`src/design/wide_integer_divider_defines.svh`:
```
// Assertion macros used by the divider controller.
`ifndef WIDE_INTEGER_DIVIDER_DEFINES_SVH
`define WIDE_INTEGER_DIVIDER_DEFINES_SVH

`ifndef NO_ASSERTIONS
// Clocked check on clk, disabled while rst_n is low.
`define WID_ASSERT(lbl, prop) \
    lbl: assert property (@(posedge clk) disable iff (!rst_n) prop) \
        else $error("wid: check failed");
// Same check with a message of the caller's choosing.
`define WID_ASSERT_MSG(lbl, prop, msg) \
    lbl: assert property (@(posedge clk) disable iff (!rst_n) prop) \
        else $error(msg);
`else
`define WID_ASSERT(lbl, prop)
`define WID_ASSERT_MSG(lbl, prop, msg)
`endif

`endif

```
`src/design/wid_pkg.sv`:
```
// Shared types and constants for the wide integer divider.
`default_nettype none

package wid_pkg;

    // Width of one half of an operand on the stream and of a full operand
    localparam int HALF_W = 64;
    localparam int FULL_W = 128;

    // Default operand width
    localparam int DEF_OPERAND_W = 128;

    // Divide mode carried in s_axis_tuser
    localparam logic ACTION_UNSIGNED = 1'b0;
    localparam logic ACTION_SIGNED   = 1'b1;

    // Controller to datapath commands
    typedef struct packed {
        logic load;     // take a new beat, negate operands as needed
        logic step;     // retire one quotient bit
        logic finish;   // sign fixup into the output register
    } wid_cmd_t;

    // Datapath to controller status
    typedef struct packed {
        logic last_step; // current step retires the last quotient bit
    } wid_status_t;

endpackage

`default_nettype wire

```
`src/design/wid_datapath.sv`:
```
// Datapath of the divider: operand magnitudes, restoring step, sign fixup.
`default_nettype none

module wid_datapath
    import wid_pkg::*;
#(
    parameter int OPERAND_WIDTH = DEF_OPERAND_W
)
(
    input  wire logic                     clk,
    input  wire logic                     rst_n,
    input  wire wid_cmd_t                 cmd,
    output wid_status_t                   status,
    input  wire logic                     action_signed,
    input  wire logic [OPERAND_WIDTH-1:0] dividend_in,
    input  wire logic [OPERAND_WIDTH-1:0] divisor_in,
    output logic [FULL_W-1:0]             quotient,
    output logic [FULL_W-1:0]             remainder,
    output logic                          zero_divisor
);

    localparam int W  = OPERAND_WIDTH;
    localparam int CW = $clog2(W);

    // Working registers: n_reg shifts dividend bits out and quotient bits in
    logic [W-1:0]      n_reg, n_next;
    logic [W-1:0]      d_reg, d_next;
    logic [W-1:0]      rem_reg, rem_next;
    logic [CW-1:0]     count_reg, count_next;
    logic              neg_q_reg, neg_q_next;
    logic              neg_r_reg, neg_r_next;
    logic              zero_reg, zero_next;
    logic [FULL_W-1:0] quo_out_reg, quo_out_next;
    logic [FULL_W-1:0] rem_out_reg, rem_out_next;
    logic              zero_out_reg, zero_out_next;

    logic              neg_n, neg_d;
    logic [W:0]        rem_sh;
    logic [W+1:0]      diff;
    logic              ge;
    logic [W-1:0]      q_sel, r_sel, q_fix, r_fix;

    // Operand signs at load
    assign neg_n = (action_signed == ACTION_SIGNED) && dividend_in[W-1];
    assign neg_d = (action_signed == ACTION_SIGNED) && divisor_in[W-1];

    // One restoring step: shift in next dividend bit, trial subtract
    assign rem_sh = {rem_reg, n_reg[W-1]};
    assign diff   = {1'b0, rem_sh} - {2'b00, d_reg};
    assign ge     = !diff[W+1];

    // Result selection and sign fixup
    assign q_sel = zero_reg ? {W{1'b1}} : n_reg;
    assign r_sel = zero_reg ? {W{1'b0}} : rem_reg;
    assign q_fix = neg_q_reg ? ({W{1'b0}} - q_sel) : q_sel;
    assign r_fix = neg_r_reg ? ({W{1'b0}} - r_sel) : r_sel;

    assign status.last_step = (count_reg == CW'(W - 1));

    // Next-state logic
    always_comb
    begin
        n_next        = n_reg;
        d_next        = d_reg;
        rem_next      = rem_reg;
        count_next    = count_reg;
        neg_q_next    = neg_q_reg;
        neg_r_next    = neg_r_reg;
        zero_next     = zero_reg;
        quo_out_next  = quo_out_reg;
        rem_out_next  = rem_out_reg;
        zero_out_next = zero_out_reg;
        if (cmd.load)
        begin
            n_next     = neg_n ? ({W{1'b0}} - dividend_in) : dividend_in;
            d_next     = neg_d ? ({W{1'b0}} - divisor_in) : divisor_in;
            rem_next   = '0;
            count_next = '0;
            neg_q_next = neg_n ^ neg_d;
            neg_r_next = neg_n;
            zero_next  = (divisor_in == {W{1'b0}});
        end
        if (cmd.step)
        begin
            rem_next   = ge ? diff[W-1:0] : rem_sh[W-1:0];
            n_next     = {n_reg[W-2:0], ge};
            count_next = count_reg + 1'b1;
        end
        if (cmd.finish)
        begin
            quo_out_next  = FULL_W'(q_fix);
            rem_out_next  = FULL_W'(r_fix);
            zero_out_next = zero_reg;
        end
    end

    // Step counter
    always_ff @(posedge clk or negedge rst_n)
    begin
        if (!rst_n)
        begin
            count_reg <= '0;
        end
        else
        begin
            count_reg <= count_next;
        end
    end

    // Payload registers
    always_ff @(posedge clk)
    begin
        n_reg        <= n_next;
        d_reg        <= d_next;
        rem_reg      <= rem_next;
        neg_q_reg    <= neg_q_next;
        neg_r_reg    <= neg_r_next;
        zero_reg     <= zero_next;
        quo_out_reg  <= quo_out_next;
        rem_out_reg  <= rem_out_next;
        zero_out_reg <= zero_out_next;
    end

    assign quotient     = quo_out_reg;
    assign remainder    = rem_out_reg;
    assign zero_divisor = zero_out_reg;

endmodule

`default_nettype wire

```
`src/design/wid_ctrl.sv`:
```
// Controller of the divider: sequencing and output beat handshake.
`default_nettype none

`include "wide_integer_divider_defines.svh"

module wid_ctrl
    import wid_pkg::*;
(
    input  wire logic        clk,
    input  wire logic        rst_n,
    input  wire logic        in_valid,
    output logic             in_ready,
    output logic             out_valid,
    input  wire logic        out_ready,
    output wid_cmd_t         cmd,
    input  wire wid_status_t status
);

    typedef enum logic [2:0] {
        S_IDLE = 3'b001,
        S_DIV  = 3'b010,
        S_FIX  = 3'b100
    } state_t;

    state_t state_reg, state_next;
    logic   out_valid_reg, out_valid_next;

    // Commands
    assign in_ready   = (state_reg == S_IDLE);
    assign cmd.load   = in_valid && in_ready;
    assign cmd.step   = (state_reg == S_DIV);
    assign cmd.finish = (state_reg == S_FIX) && (!out_valid_reg || out_ready);
    assign out_valid  = out_valid_reg;

    // State and output-valid next values
    always_comb
    begin
        state_next = state_reg;
        case (state_reg)
            S_IDLE:
            begin
                if (cmd.load)
                begin
                    state_next = S_DIV;
                end
            end
            S_DIV:
            begin
                if (status.last_step)
                begin
                    state_next = S_FIX;
                end
            end
            S_FIX:
            begin
                if (cmd.finish)
                begin
                    state_next = S_IDLE;
                end
            end
            default:
            begin
                state_next = S_IDLE;
            end
        endcase

        out_valid_next = out_valid_reg;
        if (cmd.finish)
        begin
            out_valid_next = 1'b1;
        end
        else if (out_ready)
        begin
            out_valid_next = 1'b0;
        end
    end

    always_ff @(posedge clk or negedge rst_n)
    begin
        if (!rst_n)
        begin
            state_reg     <= S_IDLE;
            out_valid_reg <= 1'b0;
        end
        else
        begin
            state_reg     <= state_next;
            out_valid_reg <= out_valid_next;
        end
    end

    // Checks
    `WID_ASSERT(a_load_starts, cmd.load |=> (state_reg == S_DIV))
    `WID_ASSERT(a_last_to_fix, (cmd.step && status.last_step) |=> (state_reg == S_FIX))
    `WID_ASSERT_MSG(a_finish_shows, cmd.finish |=> out_valid_reg, "wid: result not shown")
    `WID_ASSERT_MSG(a_no_overwrite,
        ((state_reg == S_FIX) && out_valid_reg && !out_ready) |=> (state_reg == S_FIX),
        "wid: pending result overwritten")

endmodule

`default_nettype wire

```
`src/design/wide_integer_divider.sv`:
```
// Top level of the wide integer divider.
`default_nettype none

// Radix-2 restoring divider for OPERAND_WIDTH-bit integers (8 to 128,
// default 128), unsigned or two's complement. Each input beat is accepted
// only while the unit is idle. The beat is captured with its operand
// magnitudes, then one quotient bit is retired per step through the single
// shared subtract-and-compare, then the sign fixup goes into the output
// register once it is free. The output register holds one finished result,
// so the next beat is taken while it waits. Input bits above OPERAND_WIDTH
// are ignored, results are zero extended. A zero divisor sets tuser with
// remainder 0 and quotient all ones (1 for a negative dividend in signed
// mode).
module wide_integer_divider
    import wid_pkg::*;
#(
    parameter int OPERAND_WIDTH = DEF_OPERAND_W
)
(
    input  wire logic                clk,
    input  wire logic                rst_n,
    input  wire logic                s_axis_tvalid,
    output logic                     s_axis_tready,
    // dividend_hi, dividend_lo, divisor_hi, divisor_lo (64 bits each)
    input  wire logic [4*HALF_W-1:0] s_axis_tdata,
    // action
    input  wire logic                s_axis_tuser,
    output logic                     m_axis_tvalid,
    input  wire logic                m_axis_tready,
    // quotient_hi, quotient_lo, remainder_hi, remainder_lo (64 bits each)
    output logic [4*HALF_W-1:0]      m_axis_tdata,
    // zero_divisor
    output logic                     m_axis_tuser
);

    wid_cmd_t           cmd;
    wid_status_t        status;
    logic [FULL_W-1:0]  dividend_full, divisor_full;
    logic [FULL_W-1:0]  quotient, remainder;

    // Rebuild full operands from their halves
    assign dividend_full = {s_axis_tdata[HALF_W-1:0], s_axis_tdata[2*HALF_W-1:HALF_W]};
    assign divisor_full  = {s_axis_tdata[3*HALF_W-1:2*HALF_W],
                            s_axis_tdata[4*HALF_W-1:3*HALF_W]};

    wid_ctrl u_ctrl (
        .clk       (clk),
        .rst_n     (rst_n),
        .in_valid  (s_axis_tvalid),
        .in_ready  (s_axis_tready),
        .out_valid (m_axis_tvalid),
        .out_ready (m_axis_tready),
        .cmd       (cmd),
        .status    (status)
    );

    wid_datapath #(
        .OPERAND_WIDTH (OPERAND_WIDTH)
    ) u_datapath (
        .clk           (clk),
        .rst_n         (rst_n),
        .cmd           (cmd),
        .status        (status),
        .action_signed (s_axis_tuser),
        .dividend_in   (dividend_full[OPERAND_WIDTH-1:0]),
        .divisor_in    (divisor_full[OPERAND_WIDTH-1:0]),
        .quotient      (quotient),
        .remainder     (remainder),
        .zero_divisor  (m_axis_tuser)
    );

    // Split results into halves, high half first
    assign m_axis_tdata = {remainder[HALF_W-1:0], remainder[FULL_W-1:HALF_W],
                           quotient[HALF_W-1:0], quotient[FULL_W-1:HALF_W]};

endmodule

`default_nettype wire

```
`config.mk`:
```
export PLATFORM = sky130hd
export DESIGN_NAME = wide_integer_divider
export DESIGN_NICKNAME = d
export VERILOG_FILES = /design/src/design/wid_pkg.sv /design/src/design/wid_datapath.sv /design/src/design/wid_ctrl.sv /design/src/design/wide_integer_divider.sv
export VERILOG_INCLUDE_DIRS = /design/src /design/src/design
export SDC_FILE = /design/constraint.sdc
export NUM_CORES = 2
export LEC_CHECK = 0
export BUFFER_PORTS_ARGS = -buffer_cell sky130_fd_sc_hd__buf_2
export CAP_MARGIN = 20
export CORE_UTILIZATION = 54
export DETAILED_ROUTE_END_ITERATION = 8
export PLACE_DENSITY = 0.78
export SLEW_MARGIN = 15
export SYNTH_ARGS = -nofsm -noshare
export SYNTH_HDL_FRONTEND = slang
export SYNTH_SLANG_ARGS = --single-unit
export TNS_END_PERCENT = 1
```
`constraint.sdc`:
```
create_clock -name clk -period 13.11 [get_ports clk]
set_clock_uncertainty 0.05 [all_clocks]
set_input_delay 2.622 -clock clk [delete_from_list [all_inputs] [get_ports clk]]
set_output_delay 2.622 -clock clk [all_outputs]
set_load 0.01 [all_outputs]
```
==> metrics <==
run status=completed; maximum fanout encountered on the critical timing path=6; count of unique library cells instantiated by Yosys=86; area growth from synthesis to final layout=12.64%; Initial DRT Pass Iterations=6; Post-CTS Resized=0; leading post-synthesis cells by instance count=644 x sky130_fd_sc_hd__edfxtp_1, 632 x sky130_fd_sc_hd__nand2_1, 575 x sky130_fd_sc_hd__nor2_1; Syn Nets=5499; startpoint-to-endpoint class of the critical path=input pin to flip-flop; Root Buffer Master=sky130_fd_sc_hd__clkbuf_16; port bufs=between 500 and 600; yosys synthesis warning count=0; unrepaired setup endpoints after global routing=no; post-route fraction of the period consumed by the critical path=0.4921; clock tree from TritonCTS=built; smallest setup slack after layout=between 6000 and 7000 ps; floorplan die width=slightly below 300 um; Final HPWL DP=~120000 um; number of top-level pins=between 500 and 600; drt wl/cell=about 24 um; async set-or-reset flop fraction in the synthesized netlist=0.01679; Via-to-Cell Ratio=approximately 6.3; largest net degree at the start of global routing=132; proportion of power drawn by combinational gates=0.474; worst-case setup slack after placement=between 6000 and 7000 ps; Synth Cell Area=between 40000 and 50000 um2; total instance count after detailed placement=6495; cell with the most instances after synthesis=sky130_fd_sc_hd__edfxtp_1; number of DRC markers after the initial detailed-route iteration=around 4700; area of the die=85350 um2; largest cells by area after synthesis=sky130_fd_sc_hd__edfxtp_1 43%, sky130_fd_sc_hd__xor2_1 5.3%, sky130_fd_sc_hd__xnor2_1 5.3%; Worst Path Required=13370 ps; area of the core region=roughly 83000 um2; Setup violations, final=0; initial antenna violation count=12; EDFF count, synth=644; Die H=between 200 and 300 um; total wire length after detailed routing=between 150000 and 200000 um; fraction of post-synthesis cell area in the top cell type by area=0.4254; via count of the routed design=a little over 40000; share of synthesized area occupied by flip-flops and latches=0.4315; most used flip-flop cell after synthesis=sky130_fd_sc_hd__edfxtp_1; CP arrival=about 6700 ps; shortest period the worst path allows=around 6500 ps; count of hold-fix buffers inserted at cts=0; proportion of layout cells with a drive suffix above 1=0.1363; routability-driven placement congestion ratio=approximately 1.0; IR Drop Worst-Case VDD=0.1142 mV; DRC violation count after routing=0; fill count=7198; cell taking the most area after synthesis=sky130_fd_sc_hd__edfxtp_1; clock-pin slew of the registers on the worst-case setup and hold paths=about 60 ps; initial core utilization=0.5449; Total Negative Setup Slacks=0 ps; number of global-route vias before repair=between 30000 and 40000; share of total power in the clock network=0.182; Max Clk Rate=approximately 160 MHz; Pwr per Cell Area=about 220 nW/um2; CTS HTree Levels=3; global-route congestion overflow total=0; Total Power=around 11 mW; final design area excluding fillers=51200 um2; mean instance size in the synthesized netlist=between 8 and 9 um2; static leakage=19.01 nW; buffer depth of the longest clock path=3; Switching Fraction=0.4533; num rows=between 100 and 150; Least-Margin Pin Slew=roughly 1100 ps; classification of the worst-slack hold path=flip-flop to flip-flop; type of element launching the critical path=input pin; total number of clock tree sinks=about 660; number of hold-slack violations in the final timing report=0; total clock buffers created by CTS=74; internal power of the cells=just over 6 mW; global-route wire length before repair=about 230000 um; overall global routing resource usage=0.3559; Seq cells post-synth=about 660; # Post-CTS Setup Buffers=0; placed instance area=about 50000 um2; sequential cell fraction of total power=0.344; count of placed standard cells in the final layout, fillers left out=about 6600; type of destination of the critical path=flip-flop; Post-Synthesis Cells=roughly 5100; net switching power figure=between 5 and 6 mW; Slew Viols, Final=0; layout net count=5886; worst-skew pair later-pin latency=just over 600 ps; number of maximum-capacitance violations=0; number of antenna-violating nets in the routed design=0; Slew headroom=0.2253
[cell families after synthesis]
| group | Yosys count | share of synthesized area |
|---|---|---|
| AO/OA/AOI/OAI | 1325 | 0.1769 |
| XOR/XNOR | 548 | 0.1056 |
| adder cells (fa/ha/maj) | 134 | 0.03705 |
| buffers and inverters | 445 | 0.03705 |
| flip-flops | 655 | 0.4315 |
| multiplexers | 34 | 0.007487 |
| AND/OR/NAND/NOR | 1963 | 0.2044 |
[power groups by stage]
stage / Sequential, mW / Clock (mW) / Combinational, mW
floorplan: 3.56 / 0 / 3.81
global placement: 3.79 / 0 / 5.09
detailed placement: 3.81 / 0 / 5.13
CTS: 3.77 / 2.05 / 5.16
global route: 3.86 / 2.12 / 5.76
finish: 3.82 / 2.03 / 5.27
[worst max-delay path, cell delays in order]
cell                       delay [ps]
sky130_fd_sc_hd__buf_2            110
sky130_fd_sc_hd__or4_1            590
sky130_fd_sc_hd__or4_1            500
sky130_fd_sc_hd__nor3_1           430
sky130_fd_sc_hd__nand4_1          450
sky130_fd_sc_hd__nand4b_1         440
sky130_fd_sc_hd__nor4_2           430
sky130_fd_sc_hd__nand4b_1         260
sky130_fd_sc_hd__inv_1            130
sky130_fd_sc_hd__nand2_1          120
sky130_fd_sc_hd__o41ai_1          370
sky130_fd_sc_hd__xor2_1           160
sky130_fd_sc_hd__o21ai_0           90
[cell type report]
type                            count  area, um2  area share
Multi-Input combinational cell   4004      24220      0.4731
Sequential cell                   655      19620      0.3831
Timing Repair Buffer              565       2943     0.05747
Clock buffer                       92       1961     0.03829
Tap cell                         1080       1351     0.02639
Inverter                          191      729.5     0.01425
Clock inverter                     38      360.3    0.007037
Antenna cell                        8      20.02   0.0003910
[final timing paths]
path / start / to / slack [ps] / cells after the start
worst max register to register: u_datapath.zero_reg / u_datapath.quotient[114] / 6990 / 16
max in group asynchronous: rst_n / u_ctrl.state_reg[0] / 10910 / 1
worst min register to register: u_datapath.count_reg[5] / u_datapath.count_reg[5] / 430 / 1
worst min-delay path: u_datapath.count_reg[5] / u_datapath.count_reg[5] / 430 / 1
min in group asynchronous: rst_n / u_ctrl.out_valid / 1830 / 1
worst max-delay path: s_axis_tdata[100] / u_datapath.n_reg[115] / 6660 / 13
[metal layers]
metal  vias up  routed length (um)  track usage  part of all wire
li1      19370                   -            -                 -
met4         8                6189       0.1375             0.039
met5         -                  54            0           0.00034
met2      2258               71120       0.5631              0.45
met3       336               15500      0.06310             0.099
met1     19580               63890       0.4857              0.41
[cell usage in the layout, fill, tap and decap left out, types with 27 or more instances in the layout]
| master | count |
|---|---|
| sky130_fd_sc_hd__a21o_1 | 67 |
| sky130_fd_sc_hd__ha_1 | 133 |
| sky130_fd_sc_hd__buf_4 | 46 |
| sky130_fd_sc_hd__nor2_1 | 573 |
| sky130_fd_sc_hd__or2_2 | 35 |
| sky130_fd_sc_hd__nand4_1 | 85 |
| sky130_fd_sc_hd__a211oi_1 | 50 |
| sky130_fd_sc_hd__nand2_1 | 630 |
| sky130_fd_sc_hd__nor2b_1 | 72 |
| sky130_fd_sc_hd__xnor2_1 | 273 |
| sky130_fd_sc_hd__nor3_1 | 156 |
| sky130_fd_sc_hd__o31ai_1 | 99 |
| sky130_fd_sc_hd__xor2_1 | 275 |
| sky130_fd_sc_hd__clkbuf_16 | 75 |
| sky130_fd_sc_hd__nor4_1 | 80 |
| sky130_fd_sc_hd__mux2i_1 | 34 |
| sky130_fd_sc_hd__edfxtp_1 | 644 |
| sky130_fd_sc_hd__o21bai_1 | 33 |
| sky130_fd_sc_hd__or4_1 | 48 |
| sky130_fd_sc_hd__or3_1 | 85 |
| sky130_fd_sc_hd__a21oi_1 | 426 |
| sky130_fd_sc_hd__a31oi_1 | 53 |
| sky130_fd_sc_hd__buf_2 | 519 |
| sky130_fd_sc_hd__o21a_1 | 27 |
| sky130_fd_sc_hd__nand3_1 | 53 |
| sky130_fd_sc_hd__nand2b_1 | 40 |
| sky130_fd_sc_hd__o21ai_0 | 384 |
| sky130_fd_sc_hd__o41ai_1 | 54 |
| sky130_fd_sc_hd__inv_1 | 187 |
[through the flow]
| step | hold WS (ps) | utilization |
|---|---|---|
| 2_1_floorplan | 374.4 | - |
| 3_3_place_gp | 419.6 | 0.5857 |
| 3_5_place_dp | 424.7 | 0.5857 |
| 4_1_cts | 432.3 | 0.6135 |
| 5_1_grt | 466.6 | 0.6136 |
| 6_report | 434.2 | 0.6138 |
(Power assumes the default switching activity.)
